File: config.mk
export PLATFORM = sky130hd
export DESIGN_NAME = hsv_to_rgb_converter_flat
export DESIGN_NICKNAME = d
export VERILOG_FILES = /design/src/rtl/hsv2rgb_pkg.sv /design/src/rtl/hsv2rgb_if.sv /design/src/rtl/hsv2rgb_front.sv /design/src/rtl/hsv2rgb_queue.sv /design/src/rtl/hsv2rgb_back.sv /design/src/rtl/hsv_to_rgb_converter.sv /design/src/flat_wrapper.sv
export SDC_FILE = /design/constraint.sdc
export NUM_CORES = 1
export LEC_CHECK = 0
export ABC_AREA = 1
export BUFFER_PORTS_ARGS = -buffer_cell sky130_fd_sc_hd__buf_4
export CAP_MARGIN = 20
export CORE_MARGIN = 2
export CORE_UTILIZATION = 29
export DETAILED_ROUTE_END_ITERATION = 12
export PLACE_DENSITY_LB_ADDON = 0.15
export SLEW_MARGIN = 40
export SYNTH_ARGS = -nofsm -noshare
export SYNTH_HDL_FRONTEND = slang
export SYNTH_SLANG_ARGS = --single-unit
export TNS_END_PERCENT = 30
File: constraint.sdc
create_clock -name clock -period 7.6 [get_ports clock]
set_input_delay 0.38 -clock clock [delete_from_list [all_inputs] [get_ports clock]]
set_output_delay 0.38 -clock clock [all_outputs]
set_load 0.05 [all_outputs]
File: src/rtl/hsv2rgb_pkg.sv
// ----------------------------------------------------------------------------
// hsv2rgb_pkg
// Shared widths, constants and sector codes of the HSV to RGB converter.
// ----------------------------------------------------------------------------
package hsv2rgb_pkg;

   // Word field widths
   localparam int unsigned HueWidth  = 13;
   localparam int unsigned ChanWidth = 8;

   // Default hue resolution: 1/16 degree
   localparam int unsigned HUE_FRACTION_BITS_DEFAULT = 4;

   // One sector spans 60 degrees
   localparam int unsigned SECTOR_DEG = 60;

   // Reciprocal of 60 in 16 fraction bits, rounded down; one correction
   // step fixes the quotient for the value ranges seen here.
   localparam int unsigned RECIP_SHIFT = 16;
   localparam int unsigned RECIP_60    = (1 << RECIP_SHIFT) / SECTOR_DEG;
   localparam int unsigned RecipWidth  = $clog2(RECIP_60 + 1);

   // Hue below 2^13 gives at most sector 136 at full-degree resolution
   localparam int unsigned SectorWidth = 8;

   // Remainder after division by 60
   localparam int unsigned RemWidth = $clog2(SECTOR_DEG);

   // Depth of the queue between front and back
   localparam int unsigned QUEUE_DEPTH = 4;

   // Placement codes of (red, green, blue) before the offset is added
   typedef logic [2:0] sector_type;
   localparam sector_type SEC_C_X_0 = 3'd0;  // red to yellow
   localparam sector_type SEC_X_C_0 = 3'd1;  // yellow to green
   localparam sector_type SEC_0_C_X = 3'd2;  // green to cyan
   localparam sector_type SEC_0_X_C = 3'd3;  // cyan to blue
   localparam sector_type SEC_X_0_C = 3'd4;  // blue to magenta
   localparam sector_type SEC_C_0_X = 3'd5;  // magenta to red, and beyond

   localparam int unsigned SectorCodeWidth = $bits(sector_type);

endpackage

File: src/rtl/hsv2rgb_if.sv
// ----------------------------------------------------------------------------
// hsv2rgb_if
// Valid/ready channels of the HSV to RGB converter: HSV request words in,
// RGB response words out.
// ----------------------------------------------------------------------------
interface hsv2rgb_req_if;
   logic                               valid;
   logic                               ready;
   logic [hsv2rgb_pkg::HueWidth-1:0]   hue;
   logic [hsv2rgb_pkg::ChanWidth-1:0]  saturation;
   logic [hsv2rgb_pkg::ChanWidth-1:0]  brightness;

   modport source (output valid, hue, saturation, brightness, input ready);
   modport sink   (input valid, hue, saturation, brightness, output ready);
endinterface

interface hsv2rgb_rsp_if;
   logic                               valid;
   logic                               ready;
   logic [hsv2rgb_pkg::ChanWidth-1:0]  red;
   logic [hsv2rgb_pkg::ChanWidth-1:0]  green;
   logic [hsv2rgb_pkg::ChanWidth-1:0]  blue;

   modport source (output valid, red, green, blue, input ready);
   modport sink   (input valid, red, green, blue, output ready);
endinterface

File: src/rtl/hsv2rgb_front.sv
// ----------------------------------------------------------------------------
// hsv2rgb_front
// Accept HSV words, form chroma and offset, split hue into sector and
// in-sector position, and hand a work word to the queue.
// ----------------------------------------------------------------------------
module hsv2rgb_front #(
   parameter int unsigned HUE_FRACTION_BITS = hsv2rgb_pkg::HUE_FRACTION_BITS_DEFAULT
) (
   input  logic                                 clock,
   input  logic                                 reset,
   hsv2rgb_req_if.sink                          req_chan,
   output logic                                 wrk_valid,
   input  logic                                 wrk_ready,
   output logic [hsv2rgb_pkg::ChanWidth-1:0]    wrk_chroma,
   output logic [hsv2rgb_pkg::ChanWidth-1:0]    wrk_offset,
   output logic [$clog2((hsv2rgb_pkg::SECTOR_DEG << HUE_FRACTION_BITS) + 1)-1:0]
                                                wrk_ramp,
   output hsv2rgb_pkg::sector_type              wrk_sector
);

   localparam int unsigned Span      = hsv2rgb_pkg::SECTOR_DEG << HUE_FRACTION_BITS;
   localparam int unsigned SpanWidth = $clog2(Span + 1);
   localparam int unsigned HueW      = hsv2rgb_pkg::HueWidth;
   localparam int unsigned ChW       = hsv2rgb_pkg::ChanWidth;
   localparam int unsigned HkWidth   = HueW - HUE_FRACTION_BITS;
   localparam int unsigned HkProdW   = HkWidth + hsv2rgb_pkg::RecipWidth;
   localparam int unsigned VsWidth   = 2 * ChW;
   localparam int unsigned SecW      = hsv2rgb_pkg::SectorWidth;
   localparam int unsigned RemW      = hsv2rgb_pkg::RemWidth;
   localparam int unsigned SecCW     = hsv2rgb_pkg::SectorCodeWidth;
   localparam logic [HueW-1:0] LowMask = HueW'((1 << HUE_FRACTION_BITS) - 1);

   // Stage 1 registers
   logic                  s1_valid_ff;
   logic [HueW-1:0]       s1_hue_ff;
   logic [ChW-1:0]        s1_val_ff;
   logic [VsWidth-1:0]    s1_vs_ff;
   logic [HkProdW-1:0]    s1_hk_prod_ff;
   logic [VsWidth-1:0]    s1_vs_in;
   logic [HkProdW-1:0]    s1_hk_prod_in;
   logic [HkWidth-1:0]    s1_hk;

   // Stage 2 registers
   logic                  s2_valid_ff;
   logic [ChW-1:0]        s2_chroma_ff;
   logic [ChW-1:0]        s2_offset_ff;
   logic [SpanWidth-1:0]  s2_ramp_ff;
   hsv2rgb_pkg::sector_type s2_sector_ff;
   logic [ChW-1:0]        s2_chroma_in;
   logic [ChW-1:0]        s2_offset_in;
   logic [SpanWidth-1:0]  s2_ramp_in;
   hsv2rgb_pkg::sector_type s2_sector_in;

   logic                  s1_en;
   logic                  s2_en;

   logic [VsWidth:0]      chroma_sum;
   logic [SecW-1:0]       sec_est;
   logic [HkWidth:0]      rem_raw;
   logic                  rem_fix;
   logic [SecW-1:0]       sector_num;
   logic [RemW-1:0]       rem;
   logic [SpanWidth-1:0]  pos;

   // Advance a stage when it is empty or its word moves on
   assign s2_en          = !s2_valid_ff || wrk_ready;
   assign s1_en          = !s1_valid_ff || s2_en;
   assign req_chan.ready = s1_en;

   // Stage 1: value times saturation, and hue over 60 by reciprocal
   assign s1_hk         = HkWidth'(req_chan.hue >> HUE_FRACTION_BITS);
   assign s1_vs_in      = VsWidth'(req_chan.brightness) * VsWidth'(req_chan.saturation);
   assign s1_hk_prod_in = HkProdW'(s1_hk) * HkProdW'(hsv2rgb_pkg::RECIP_60);

   always_ff @(posedge clock) begin
      if (reset) begin
         s1_valid_ff <= 1'b0;
      end else if (s1_en) begin
         s1_valid_ff <= req_chan.valid;
      end
   end

   always_ff @(posedge clock) begin
      if (s1_en) begin
         s1_hue_ff     <= req_chan.hue;
         s1_val_ff     <= req_chan.brightness;
         s1_vs_ff      <= s1_vs_in;
         s1_hk_prod_ff <= s1_hk_prod_in;
      end
   end

   // Stage 2: exact divide by 255, sector correction, ramp position
   always_comb begin
      chroma_sum   = (VsWidth + 1)'(s1_vs_ff) + (VsWidth + 1)'(s1_vs_ff >> ChW) + 1'b1;
      s2_chroma_in = chroma_sum[VsWidth-1:ChW];
      s2_offset_in = s1_val_ff - s2_chroma_in;

      sec_est = SecW'(s1_hk_prod_ff >> hsv2rgb_pkg::RECIP_SHIFT);
      rem_raw = (HkWidth + 1)'(s1_hue_ff >> HUE_FRACTION_BITS)
              - (HkWidth + 1)'(32'(sec_est) * hsv2rgb_pkg::SECTOR_DEG);
      rem_fix = (rem_raw >= (HkWidth + 1)'(hsv2rgb_pkg::SECTOR_DEG));
      if (rem_fix) begin
         sector_num = sec_est + 1'b1;
         rem        = RemW'(rem_raw - (HkWidth + 1)'(hsv2rgb_pkg::SECTOR_DEG));
      end else begin
         sector_num = sec_est;
         rem        = RemW'(rem_raw);
      end

      pos = (SpanWidth'(rem) << HUE_FRACTION_BITS) | SpanWidth'(s1_hue_ff & LowMask);
      // Odd sectors ramp down
      if (sector_num[0]) begin
         s2_ramp_in = SpanWidth'(Span) - pos;
      end else begin
         s2_ramp_in = pos;
      end

      if (sector_num >= SecW'(hsv2rgb_pkg::SEC_C_0_X)) begin
         s2_sector_in = hsv2rgb_pkg::SEC_C_0_X;
      end else begin
         s2_sector_in = SecCW'(sector_num);
      end
   end

   always_ff @(posedge clock) begin
      if (reset) begin
         s2_valid_ff <= 1'b0;
      end else if (s2_en) begin
         s2_valid_ff <= s1_valid_ff;
      end
   end

   always_ff @(posedge clock) begin
      if (s2_en) begin
         s2_chroma_ff <= s2_chroma_in;
         s2_offset_ff <= s2_offset_in;
         s2_ramp_ff   <= s2_ramp_in;
         s2_sector_ff <= s2_sector_in;
      end
   end

   assign wrk_valid  = s2_valid_ff;
   assign wrk_chroma = s2_chroma_ff;
   assign wrk_offset = s2_offset_ff;
   assign wrk_ramp   = s2_ramp_ff;
   assign wrk_sector = s2_sector_ff;

endmodule

File: src/rtl/hsv2rgb_queue.sv
// ----------------------------------------------------------------------------
// hsv2rgb_queue
// Small register queue between front and back; each side stalls on its own.
// ----------------------------------------------------------------------------
module hsv2rgb_queue #(
   parameter int unsigned WIDTH = 8,
   parameter int unsigned DEPTH = hsv2rgb_pkg::QUEUE_DEPTH
) (
   input  logic             clock,
   input  logic             reset,
   input  logic             push_valid,
   output logic             push_ready,
   input  logic [WIDTH-1:0] push_data,
   output logic             pop_valid,
   input  logic             pop_ready,
   output logic [WIDTH-1:0] pop_data
);

   localparam int unsigned PtrWidth   = (DEPTH > 1) ? $clog2(DEPTH) : 1;
   localparam int unsigned CountWidth = $clog2(DEPTH + 1);

   logic [WIDTH-1:0]      store_ff [DEPTH];
   logic [PtrWidth-1:0]   wr_ptr_ff;
   logic [PtrWidth-1:0]   rd_ptr_ff;
   logic [CountWidth-1:0] count_ff;
   logic [PtrWidth-1:0]   wr_ptr_in;
   logic [PtrWidth-1:0]   rd_ptr_in;
   logic [CountWidth-1:0] count_in;
   logic                  do_push;
   logic                  do_pop;

   assign push_ready = (count_ff != CountWidth'(DEPTH));
   assign pop_valid  = (count_ff != '0);
   assign pop_data   = store_ff[rd_ptr_ff];
   assign do_push    = push_valid && push_ready;
   assign do_pop     = pop_valid && pop_ready;

   always_comb begin
      wr_ptr_in = wr_ptr_ff;
      rd_ptr_in = rd_ptr_ff;
      count_in  = count_ff;
      if (do_push) begin
         wr_ptr_in = (wr_ptr_ff == PtrWidth'(DEPTH - 1)) ? '0 : wr_ptr_ff + 1'b1;
      end
      if (do_pop) begin
         rd_ptr_in = (rd_ptr_ff == PtrWidth'(DEPTH - 1)) ? '0 : rd_ptr_ff + 1'b1;
      end
      if (do_push && !do_pop) begin
         count_in = count_ff + 1'b1;
      end else if (do_pop && !do_push) begin
         count_in = count_ff - 1'b1;
      end
   end

   always_ff @(posedge clock) begin
      if (reset) begin
         wr_ptr_ff <= '0;
         rd_ptr_ff <= '0;
         count_ff  <= '0;
      end else begin
         wr_ptr_ff <= wr_ptr_in;
         rd_ptr_ff <= rd_ptr_in;
         count_ff  <= count_in;
      end
   end

   always_ff @(posedge clock) begin
      if (do_push) begin
         store_ff[wr_ptr_ff] <= push_data;
      end
   end

endmodule

File: src/rtl/hsv2rgb_back.sv
// ----------------------------------------------------------------------------
// hsv2rgb_back
// Scale chroma by the ramp position, divide by the sector span, place the
// components by sector, add the offset and hold the RGB word for the sink.
// ----------------------------------------------------------------------------
module hsv2rgb_back #(
   parameter int unsigned HUE_FRACTION_BITS = hsv2rgb_pkg::HUE_FRACTION_BITS_DEFAULT
) (
   input  logic                                 clock,
   input  logic                                 reset,
   input  logic                                 wrk_valid,
   output logic                                 wrk_ready,
   input  logic [hsv2rgb_pkg::ChanWidth-1:0]    wrk_chroma,
   input  logic [hsv2rgb_pkg::ChanWidth-1:0]    wrk_offset,
   input  logic [$clog2((hsv2rgb_pkg::SECTOR_DEG << HUE_FRACTION_BITS) + 1)-1:0]
                                                wrk_ramp,
   input  hsv2rgb_pkg::sector_type              wrk_sector,
   hsv2rgb_rsp_if.source                        rsp_chan
);

   localparam int unsigned Span      = hsv2rgb_pkg::SECTOR_DEG << HUE_FRACTION_BITS;
   localparam int unsigned SpanWidth = $clog2(Span + 1);
   localparam int unsigned ChW       = hsv2rgb_pkg::ChanWidth;
   localparam int unsigned CgWidth   = ChW + SpanWidth;
   localparam int unsigned YWidth    = CgWidth - HUE_FRACTION_BITS;
   localparam int unsigned QProdW    = YWidth + hsv2rgb_pkg::RecipWidth;

   // Stage 1: chroma times ramp
   logic                    b1_valid_ff;
   logic [CgWidth-1:0]      b1_cg_ff;
   logic [ChW-1:0]          b1_chroma_ff;
   logic [ChW-1:0]          b1_offset_ff;
   hsv2rgb_pkg::sector_type b1_sector_ff;
   logic [CgWidth-1:0]      b1_cg_in;

   // Stage 2: drop the fraction bits, multiply by the reciprocal of 60
   logic                    b2_valid_ff;
   logic [YWidth-1:0]       b2_y_ff;
   logic [QProdW-1:0]       b2_qprod_ff;
   logic [ChW-1:0]          b2_chroma_ff;
   logic [ChW-1:0]          b2_offset_ff;
   hsv2rgb_pkg::sector_type b2_sector_ff;
   logic [YWidth-1:0]       b2_y_in;
   logic [QProdW-1:0]       b2_qprod_in;

   // Stage 3: output word
   logic                    b3_valid_ff;
   logic [ChW-1:0]          b3_red_ff;
   logic [ChW-1:0]          b3_green_ff;
   logic [ChW-1:0]          b3_blue_ff;
   logic [ChW-1:0]          b3_red_in;
   logic [ChW-1:0]          b3_green_in;
   logic [ChW-1:0]          b3_blue_in;

   logic                    b1_en;
   logic                    b2_en;
   logic                    b3_en;

   logic [ChW-1:0]          x_est;
   logic [YWidth-1:0]       x_rem;
   logic [ChW-1:0]          x_val;
   logic [ChW-1:0]          red_pre;
   logic [ChW-1:0]          green_pre;
   logic [ChW-1:0]          blue_pre;

   assign b3_en     = !b3_valid_ff || rsp_chan.ready;
   assign b2_en     = !b2_valid_ff || b3_en;
   assign b1_en     = !b1_valid_ff || b2_en;
   assign wrk_ready = b1_en;

   assign b1_cg_in    = CgWidth'(wrk_chroma) * CgWidth'(wrk_ramp);
   assign b2_y_in     = YWidth'(b1_cg_ff >> HUE_FRACTION_BITS);
   assign b2_qprod_in = QProdW'(b2_y_in) * QProdW'(hsv2rgb_pkg::RECIP_60);

   // Quotient estimate is low by at most one; correct it with one compare
   always_comb begin
      x_est = ChW'(b2_qprod_ff >> hsv2rgb_pkg::RECIP_SHIFT);
      x_rem = b2_y_ff - YWidth'(32'(x_est) * hsv2rgb_pkg::SECTOR_DEG);
      if (x_rem >= YWidth'(hsv2rgb_pkg::SECTOR_DEG)) begin
         x_val = x_est + 1'b1;
      end else begin
         x_val = x_est;
      end

      case (b2_sector_ff)
         hsv2rgb_pkg::SEC_C_X_0: begin
            red_pre = b2_chroma_ff; green_pre = x_val;        blue_pre = '0;
         end
         hsv2rgb_pkg::SEC_X_C_0: begin
            red_pre = x_val;        green_pre = b2_chroma_ff; blue_pre = '0;
         end
         hsv2rgb_pkg::SEC_0_C_X: begin
            red_pre = '0;           green_pre = b2_chroma_ff; blue_pre = x_val;
         end
         hsv2rgb_pkg::SEC_0_X_C: begin
            red_pre = '0;           green_pre = x_val;        blue_pre = b2_chroma_ff;
         end
         hsv2rgb_pkg::SEC_X_0_C: begin
            red_pre = x_val;        green_pre = '0;           blue_pre = b2_chroma_ff;
         end
         default: begin
            red_pre = b2_chroma_ff; green_pre = '0;           blue_pre = x_val;
         end
      endcase

      // Chroma plus offset equals brightness, so these never wrap
      b3_red_in   = red_pre + b2_offset_ff;
      b3_green_in = green_pre + b2_offset_ff;
      b3_blue_in  = blue_pre + b2_offset_ff;
   end

   always_ff @(posedge clock) begin
      if (reset) begin
         b1_valid_ff <= 1'b0;
         b2_valid_ff <= 1'b0;
         b3_valid_ff <= 1'b0;
      end else begin
         if (b1_en) begin
            b1_valid_ff <= wrk_valid;
         end
         if (b2_en) begin
            b2_valid_ff <= b1_valid_ff;
         end
         if (b3_en) begin
            b3_valid_ff <= b2_valid_ff;
         end
      end
   end

   always_ff @(posedge clock) begin
      if (b1_en) begin
         b1_cg_ff     <= b1_cg_in;
         b1_chroma_ff <= wrk_chroma;
         b1_offset_ff <= wrk_offset;
         b1_sector_ff <= wrk_sector;
      end
      if (b2_en) begin
         b2_y_ff      <= b2_y_in;
         b2_qprod_ff  <= b2_qprod_in;
         b2_chroma_ff <= b1_chroma_ff;
         b2_offset_ff <= b1_offset_ff;
         b2_sector_ff <= b1_sector_ff;
      end
      if (b3_en) begin
         b3_red_ff    <= b3_red_in;
         b3_green_ff  <= b3_green_in;
         b3_blue_ff   <= b3_blue_in;
      end
   end

   assign rsp_chan.valid = b3_valid_ff;
   assign rsp_chan.red   = b3_red_ff;
   assign rsp_chan.green = b3_green_ff;
   assign rsp_chan.blue  = b3_blue_ff;

endmodule

File: src/rtl/hsv_to_rgb_converter.sv
// ----------------------------------------------------------------------------
// hsv_to_rgb_converter
// HSV pixel to 8-bit RGB pixel, one word per clock unless stalled, fixed-point throughout.
// ----------------------------------------------------------------------------
//
//   channel   dir  handshake            payload
//   --------  ---  -------------------  -----------------------------------
//   req_chan  in   valid/ready          hue[12:0], saturation[7:0],
//                                       brightness[7:0]
//   rsp_chan  out  valid/ready          red[7:0], green[7:0], blue[7:0]
//
// Takes one request word every clock while req_chan.ready is high, and returns
// one response word for it, in order. Each request word passes six registers
// on its way to the response (two front stages, one queue slot, three back
// stages with the output register last), the first loaded at the accepting
// edge.
// Throughput is not limited by the multipliers; none of them iterates.
// Synchronous reset empties all stages and the queue.
// A stall on rsp_chan first fills the back stages, then the 4-word queue,
// then the front stages, and only then drops req_chan.ready.
//
// Arithmetic (all divisions truncate):
//   chroma = brightness*saturation/255, offset = brightness - chroma
//   sector = hue / (60 << HUE_FRACTION_BITS), pos = remainder
//   x      = chroma*ramp / span, ramp = pos (even sector) or span - pos (odd)
// Division by 255 uses the add-and-shift identity; division by 60 uses a
// reciprocal multiply followed by one compare-and-correct step.
// ----------------------------------------------------------------------------
module hsv_to_rgb_converter #(
   parameter int unsigned HUE_FRACTION_BITS = hsv2rgb_pkg::HUE_FRACTION_BITS_DEFAULT
) (
   input  logic          clock,
   input  logic          reset,
   hsv2rgb_req_if.sink   req_chan,
   hsv2rgb_rsp_if.source rsp_chan
);

   localparam int unsigned Span      = hsv2rgb_pkg::SECTOR_DEG << HUE_FRACTION_BITS;
   localparam int unsigned SpanWidth = $clog2(Span + 1);
   localparam int unsigned ChW       = hsv2rgb_pkg::ChanWidth;
   localparam int unsigned SecCW     = hsv2rgb_pkg::SectorCodeWidth;
   localparam int unsigned WorkWidth = 2 * ChW + SpanWidth + SecCW;

   // Front to queue
   logic                    fq_valid;
   logic                    fq_ready;
   logic [ChW-1:0]          fq_chroma;
   logic [ChW-1:0]          fq_offset;
   logic [SpanWidth-1:0]    fq_ramp;
   hsv2rgb_pkg::sector_type fq_sector;
   logic [WorkWidth-1:0]    fq_word;

   // Queue to back
   logic                    qb_valid;
   logic                    qb_ready;
   logic [WorkWidth-1:0]    qb_word;
   logic [ChW-1:0]          qb_chroma;
   logic [ChW-1:0]          qb_offset;
   logic [SpanWidth-1:0]    qb_ramp;
   hsv2rgb_pkg::sector_type qb_sector;

   // Front: accept the pixel, form chroma, offset, sector and ramp
   hsv2rgb_front #(
      .HUE_FRACTION_BITS (HUE_FRACTION_BITS)
   ) u_front (
      .clock      (clock),
      .reset      (reset),
      .req_chan   (req_chan),
      .wrk_valid  (fq_valid),
      .wrk_ready  (fq_ready),
      .wrk_chroma (fq_chroma),
      .wrk_offset (fq_offset),
      .wrk_ramp   (fq_ramp),
      .wrk_sector (fq_sector)
   );

   assign fq_word = {fq_chroma, fq_offset, fq_ramp, fq_sector};

   // Queue: decouple the two halves
   hsv2rgb_queue #(
      .WIDTH (WorkWidth),
      .DEPTH (hsv2rgb_pkg::QUEUE_DEPTH)
   ) u_queue (
      .clock      (clock),
      .reset      (reset),
      .push_valid (fq_valid),
      .push_ready (fq_ready),
      .push_data  (fq_word),
      .pop_valid  (qb_valid),
      .pop_ready  (qb_ready),
      .pop_data   (qb_word)
   );

   assign {qb_chroma, qb_offset, qb_ramp, qb_sector} = qb_word;

   // Back: scale, divide, place and add the offset
   hsv2rgb_back #(
      .HUE_FRACTION_BITS (HUE_FRACTION_BITS)
   ) u_back (
      .clock      (clock),
      .reset      (reset),
      .wrk_valid  (qb_valid),
      .wrk_ready  (qb_ready),
      .wrk_chroma (qb_chroma),
      .wrk_offset (qb_offset),
      .wrk_ramp   (qb_ramp),
      .wrk_sector (qb_sector),
      .rsp_chan   (rsp_chan)
   );

endmodule
File: src/flat_wrapper.sv
// flat-port wrapper written by rule: the top's interface ports become plain ports
module hsv_to_rgb_converter_flat 
#(
   parameter int unsigned HUE_FRACTION_BITS = hsv2rgb_pkg::HUE_FRACTION_BITS_DEFAULT
)
  (clock, reset, req_chan_valid, req_chan_hue, req_chan_saturation, req_chan_brightness, req_chan_ready, rsp_chan_valid, rsp_chan_red, rsp_chan_green, rsp_chan_blue, rsp_chan_ready);
  hsv2rgb_req_if req_chan_i ();
  hsv2rgb_rsp_if rsp_chan_i ();
  input  logic clock;
  input  logic reset;
  input wire logic [$bits(req_chan_i.valid)-1:0] req_chan_valid;
  input wire logic [$bits(req_chan_i.hue)-1:0] req_chan_hue;
  input wire logic [$bits(req_chan_i.saturation)-1:0] req_chan_saturation;
  input wire logic [$bits(req_chan_i.brightness)-1:0] req_chan_brightness;
  output wire logic [$bits(req_chan_i.ready)-1:0] req_chan_ready;
  output wire logic [$bits(rsp_chan_i.valid)-1:0] rsp_chan_valid;
  output wire logic [$bits(rsp_chan_i.red)-1:0] rsp_chan_red;
  output wire logic [$bits(rsp_chan_i.green)-1:0] rsp_chan_green;
  output wire logic [$bits(rsp_chan_i.blue)-1:0] rsp_chan_blue;
  input wire logic [$bits(rsp_chan_i.ready)-1:0] rsp_chan_ready;
  assign req_chan_i.valid = req_chan_valid;
  assign req_chan_i.hue = req_chan_hue;
  assign req_chan_i.saturation = req_chan_saturation;
  assign req_chan_i.brightness = req_chan_brightness;
  assign req_chan_ready = req_chan_i.ready;
  assign rsp_chan_valid = rsp_chan_i.valid;
  assign rsp_chan_red = rsp_chan_i.red;
  assign rsp_chan_green = rsp_chan_i.green;
  assign rsp_chan_blue = rsp_chan_i.blue;
  assign rsp_chan_i.ready = rsp_chan_ready;
  hsv_to_rgb_converter #(.HUE_FRACTION_BITS(HUE_FRACTION_BITS)) u_core (.clock(clock), .reset(reset), .req_chan(req_chan_i), .rsp_chan(rsp_chan_i));
endmodule
# Yosys cells after proc, flatten, opt, wreduce, memory -nomap -nowiden
# Memory sizes are Yosys's and may differ from the RTL's. A register that Yosys moved wholly into a read port is not among the register bits.
# Cells that the tools add are included.
# op_classes
n_addsub	16
multipliers	6
magnitude_cmp	3
eq_ne	7
n_mux	15
bitwise	1
reduce_logical	25
# op_table
op	count
$pmux W8 S2	3
$add A8 B8 Y8	3
$mul A14 B9 Y22 const B	1
$mul A8 B10 Y18	1
$mul A9 B9 Y18 const B	1
$add A16 B1 Y16 const B	1
$add A16 B8 Y16	1
$mul A8 B8 Y16	1
$ge A14 B6 Y1 const B	1
$sub A14 B14 Y14	1
$mul A8 B4 Y12 const B	1
$reduce_or A2 Y1	6
$ge A10 B6 Y1 const B	1
$mux W10	1
$or A10 B4 Y10	1
$sub A10 B10 Y10 const A	1
$sub A9 B10 Y10	1
$add A8 B1 Y8 const B	1
$ge A8 B3 Y1 const B	1
$mul A4 B4 Y8 const B	1
$mux W2	4
$mux W8	1
$sub A8 B8 Y8	1
$logic_not A1 Y1	7
other kinds (19)	31
# totals
register_bits	212
mem_bits_rw	116
input_bits	33
mem_count	1
# memory_table
name	depth	width	read_ports	rd_clocked_by_memory_dff	wr	line_no	text
u_core.u_queue.store_ff	4	29	1	1	1	hsv2rgb_queue.sv:22	logic [WIDTH-1:0] store_ff [DEPTH];

# Longest topological paths before layout
# logic_depth
ltp_word	8
depth_mapped	43

# By module
# From an unflattened synthesis, not the netlist that was laid out.
# unflattened
hier_cells	2135
hier_area_um2	21219.1
# modules_own_cells
module	instances	cells_per_inst	area_each_um2	seq_area_each_um2
hsv2rgb_back	1	1044	9431.5	2942.8
hsv2rgb_front	1	741	6680.2	2142.1
hsv2rgb_queue	1	350	5107.4	3663.5

# Worst setup path before layout
# OpenSTA, ideal clock, no wires.
# synth_path
path_kind	register to register
start	register u_core.u_back.b2_qprod_ff[21]
end	register u_core.u_back.b3_green_ff[7], in the netlist u_core.u_back.rsp_chan.green[7] (data pin)
setup_time_ns	0.252
arrival_time_ns	5.570
t_required_ns	7.348
setup_slack_ns	1.778
path_stages_with_launch	43
n_path_buf	1
period_less_slack_ns	5.822
cell_sequence	edfxtp_1 > inv_1 > fa_1 > fa_1 > inv_1 > ha_1 > nand2_1 > inv_1 > nand2_1 > nand2_1 > a21oi_1 > nor2_1 > nor2_1 > xor2_1 > ha_1 > nand2_1 > inv_1 > a21oi_1 > (+7 left out) > buf_4 > nor2_1 > a21oi_1 > nand2_1 > nand2_1 > ha_1 > nand3_1 > nand2_1 > a21oi_1 > o21bai_1 > nand2_1 > nand2_1 > a21oi_1 > or2_2 > nand2_1 > inv_1 > nand3_1 > nand2_1
# synth_via
elab_chain_len	6
# synth_lines
item	line_no	text
start, declared	hsv2rgb_back.sv:39	logic [QProdW-1:0] b2_qprod_ff;
start signal, assigned	hsv2rgb_back.sv:139	b2_qprod_ff <= b2_qprod_in;
$mul A8 B4 Y12	hsv2rgb_back.sv:78	x_rem = b2_y_ff - YWidth'(32'(x_est) * hsv2rgb_pkg::SECTOR_DEG);
$sub A14 B14 Y14	hsv2rgb_back.sv:78	
$ge A14 B6 Y1	hsv2rgb_back.sv:79	if (x_rem >= YWidth'(hsv2rgb_pkg::SECTOR_DEG)) begin
$mux W8 *	hsv2rgb_back.sv:79	
$pmux W8 S2 *	hsv2rgb_back.sv:85	case (b2_sector_ff)
$add A8 B8 Y8 *	hsv2rgb_back.sv:108	b3_green_in = green_pre + b2_offset_ff;
net u_core.u_back.b3_green_in[7]	hsv2rgb_back.sv:52	logic [ChW-1:0] b3_green_in;
end signal, assigned	hsv2rgb_back.sv:146	b3_green_ff <= b3_green_in;
end, declared	hsv2rgb_back.sv:49	logic [ChW-1:0] b3_green_ff;
# Mark *: on every way through the listed nets, which the timed path passes. The rest lies on a longest branch.
# A chain may end at the register's enable or synchronous reset.

# Worst setup path after layout
# layout_path
start	register u_core.u_back.b2_qprod_ff[19]
end	register u_core.u_back.b3_red_ff[7], in the netlist u_core.u_back.rsp_chan.red[7] (data pin)
# layout_via
elab_chain_len	6
# layout_lines
item	line_no	text
$mul A8 B4 Y12	hsv2rgb_back.sv:78	
$sub A14 B14 Y14	hsv2rgb_back.sv:78	
$ge A14 B6 Y1	hsv2rgb_back.sv:79	
$mux W8 *	hsv2rgb_back.sv:79	
$pmux W8 S2 *	hsv2rgb_back.sv:85	
$add A8 B8 Y8 *	hsv2rgb_back.sv:107	b3_red_in = red_pre + b2_offset_ff;
net u_core.u_back.b3_red_in[7]	hsv2rgb_back.sv:51	logic [ChW-1:0] b3_red_in;
end signal, assigned	hsv2rgb_back.sv:145	b3_red_ff <= b3_red_in;
end, declared	hsv2rgb_back.sv:48	logic [ChW-1:0] b3_red_ff;
# Marks and branches as above.

==> impl_summary.md <==
Worst setup path
The slowest stage of the critical path is the fa_1 cell. The kind of cell with the highest combined delay along the critical path is simple AND/OR/NAND/NOR gates. The worst reg2reg path depth is 39. The critical path contains buffers and inverters numbering 5 combined. In this design, the critical path's most frequently occurring cell is nand2_1. STA classifies the critical path endpoint as a flip-flop. The type of the worst setup path is reg -> reg.

Along the worst path, the maximum fanout reaches 12. The data required time of the worst path is 7.91 ns. In this run the critical register-to-register path is launched from u_core.u_back.b2_qprod_ff[19].

The critical path startpoint category is a flip-flop. In this run the worst setup path begins at u_core.u_back.b2_qprod_ff[19]. The biggest cell delay along the critical path is ~0.5 ns. At the worst endpoint, the arrival time is 7.05 ns. The number of cells on the critical path is 39.

Timing
The max-slew violation count is 0. The final critical path time including I/O delays and setup is slightly below 7 ns. Headroom to the max-slew limit came out at 0.489.

Setup violations remaining at the end of the flow were counted as 0. The achievable frequency is about 150 MHz. The setup TNS is 0 ns. For the pin with the worst max-slew slack, the measured transition is 0.767 ns.

The final worst-path cycle share is 0.887. Setup repair after global routing left no endpoint under its margin. The clock arrives with between 0.02 and 0.03 ns of skew. The total count of hold-check failures in the final report is 0.

Yosys
The largest area contributor in the synthesized netlist is edfxtp_1. The most used standard cell by instance count after synthesis is nand2_1. Counting every net in the synthesized netlist gives about 2500. The synthesized design contains around 280 enable-type register cells.

Among all flip-flop cells after synthesis, the most frequent one is edfxtp_1. The Yosys step of the flow raised 0 warnings. Counting instances in the post-synthesis netlist gives the leading cell types as nand2_1 (426), inv_1 (362), edfxtp_1 (282). The number of standard cells after synthesis is 2066. The flip-flop and latch count after synthesis is a little under 300. The average size of a mapped cell is between 9 and 10 µm².

The number of unique standard cell types used by synthesis is 50. The mapped netlist covers roughly 21000 µm². The area share of the largest cell type after synthesis is 0.411. The share of flip-flops with an asynchronous set or reset after synthesis is 0. By area the synthesized netlist is led by edfxtp_1 (41%), ha_1 (14%), fa_1 (11%), nand2_1 (7.8%), inv_1 (6.6%). For this run, the register share of the synthesized area comes to 0.425.

GRT
The number of antenna violations at the first check in global routing is 0. The overall track demand over capacity in global routing is 0.125. Global routing finished with a remaining overflow of 0. The first global-routing pass estimated 74.0 mm of wire. The via count of the first global-routing pass is approximately 14000. The maximum number of pins on one net before global-route repair is 44.

Clock tree
After clock tree synthesis, the clock-pin slew on the worst setup and hold paths is approximately 0.060 ns. TritonCTS built the clock tree. The post-CTS setup buffer count is 0. The number of buffers created by CTS is 36. The buffer depth of the longest clock path is 3. The latest clock arrival within the worst-skew pair is around 0.56 ns. The H-tree level count is 2.

The total clock sinks is roughly 300. The root cell of the clock tree is clkbuf_16.

Hold path
The count of cells along the worst hold path is 1. The hold path startpoint is req_chan_hue[5]. The worst hold path belongs to the class in -> reg.

Route
The initial detailed-routing violation count is about 620. The routed length per placed instance is between 10 and 15 µm. Dividing the detail-routed via count by the number of cells gives about 4.4.

The final route contains between 10000 and 15000 vias. The routed design has roughly 45 mm of wire. The DRC violation count after routing is 0. The remaining antenna violation count is 0. The number of optimization iterations in the first detailed-route pass is 5.

Finish
0 antenna diodes ended up in the layout. Relative to the synthesized area, the layout overhead comes to 14.1%. The share of layout cells above drive strength 1 is 0.0833. The net count of the finished layout is ~2500.

Floorplanning
The die height is about 270 µm. The die area is 73200 µm². For this configuration, the core starts out at a cell density of 0.294.

The floorplan die width is 270 µm. The row count is 97. The number of primary I/O pins is between 50 and 60. In this run the standard cell core region covers roughly 70000 µm².

Run
The max-capacitance violation count is 0.

Placement
The number of I/O port buffers is between 50 and 60. The sum of net half-perimeters after detailed placement is 35.3 mm. The weighted congestion reported at the end of routability-driven placement is around 0.84.

Outcome
The run finished with clean final reports.
routing by layer:
| layer | vias to the layer above | GRT usage | wire length [µm] | part of all wire |
|---|---|---|---|---|
| li1 | 6990 | - | - | - |
| met1 | 6619 | 0.161 | 20800 | 0.46 |
| met2 | 164 | 0.221 | 22500 | 0.49 |
| met3 | 48 | 0.0166 | 1290 | 0.028 |
| met4 | 0 | 0.0323 | 845 | 0.019 |
| met5 | - | 0 | 0 | 0 |
cell type report:
| type | count | area, µm² |
|---|---|---|
| well taps | 940 | 1180 |
| flip-flops and latches | 296 | 8750 |
| multi-input cells | 1367 | 10300 |
| inverters | 367 | 1380 |
| clock inverters | 23 | 253 |
| repair buffers | 89 | 673 |
| clock buffers | 43 | 937 |
| fillers | 7241 | 46700 |
metrics by stage:
stage,area [µm²],worst slack [ns],std cells,hold slack (ns),util
after CTS,23500,0.713,3122,0.00165,0.335
after global placement,22200,0.839,3051,0.401,0.317
after global routing,23500,0.0473,3125,0.0170,0.335
after detailed placement,22200,0.742,3051,0.407,0.317
final,23500,0.857,3125,0.0382,0.335
after floorplan,20600,1.78,2066,0.400,-
cells in the final DEF (no fill, tap or decap), types with 6 or more instances in the layout:
| cell | count |
|---|---|
| a21oi_1 | 118 |
| a32oi_1 | 11 |
| buf_4 | 81 |
| clkbuf_1 | 6 |
| clkbuf_16 | 36 |
| clkinv_2 | 6 |
| dfxtp_1 | 13 |
| edfxtp_1 | 282 |
| fa_1 | 115 |
| ha_1 | 236 |
| inv_1 | 362 |
| nand2_1 | 426 |
| nand3_1 | 65 |
| nand4_1 | 14 |
| nor2_1 | 122 |
| nor2_2 | 6 |
| nor3_1 | 6 |
| o21ai_0 | 74 |
| o21bai_1 | 7 |
| o22ai_1 | 12 |
| or2_2 | 7 |
| xnor2_1 | 23 |
| xor2_1 | 67 |
cell families (layout without fill, tap and decap cells):
logic type,Yosys count,in the layout,share of synthesized area
buf+inv,403,522,0.0746
simple gates,662,662,0.131
flops,296,296,0.425
fa+ha+maj,351,351,0.255
compound gates,263,263,0.0742
xor+xnor,91,91,0.0396
what timing repair did:
action / in CTS / in global routing
gates resized for setup: 0 / 1
hold buffers: 5 / 0
endpoints found under the setup margin: 0 / 1
hold endpoints to repair: 5 / 0
path summary, 6_finish.rpt:
kind	end	slack [ns]
worst max-delay path	u_core.u_back.rsp_chan.red[7]	0.86
worst min-delay path	u_core.u_front.s1_hue_ff[5]	0.04
worst max register to register	u_core.u_back.rsp_chan.red[7]	0.86
worst min register to register	u_core.u_back.b2_offset_ff[7]	0.42
state kept, by name, indices dropped and copies added (netlist names), 8 cells and up, named ones only:
| name | count |
|---|---|
| u_core.u_back.b2_y_ff | 12 |
| u_core.u_back.b1_offset_ff | 8 |
| u_core.u_front.wrk_chroma | 8 |
| u_core.u_front.wrk_ramp | 10 |
| u_core.u_back.b2_offset_ff | 8 |
| u_core.u_back.b1_cg_ff | 14 |
| u_core.u_back.rsp_chan.blue | 8 |
| u_core.u_front.wrk_offset | 8 |
| u_core.u_back.rsp_chan.green | 8 |
| u_core.u_front.s1_hue_ff | 13 |
| u_core.u_back.b2_qprod_ff | 8 |
| u_core.u_front.s1_vs_ff | 16 |
| u_core.u_queue.store_ff | 116 |
| u_core.u_back.rsp_chan.red | 8 |
| u_core.u_back.b2_chroma_ff | 8 |
| u_core.u_back.b1_chroma_ff | 8 |
| u_core.u_front.s1_val_ff | 8 |
Power is not shown: default switching activity piles up to over one toggle a cycle in this logic, so the estimate is an artifact.
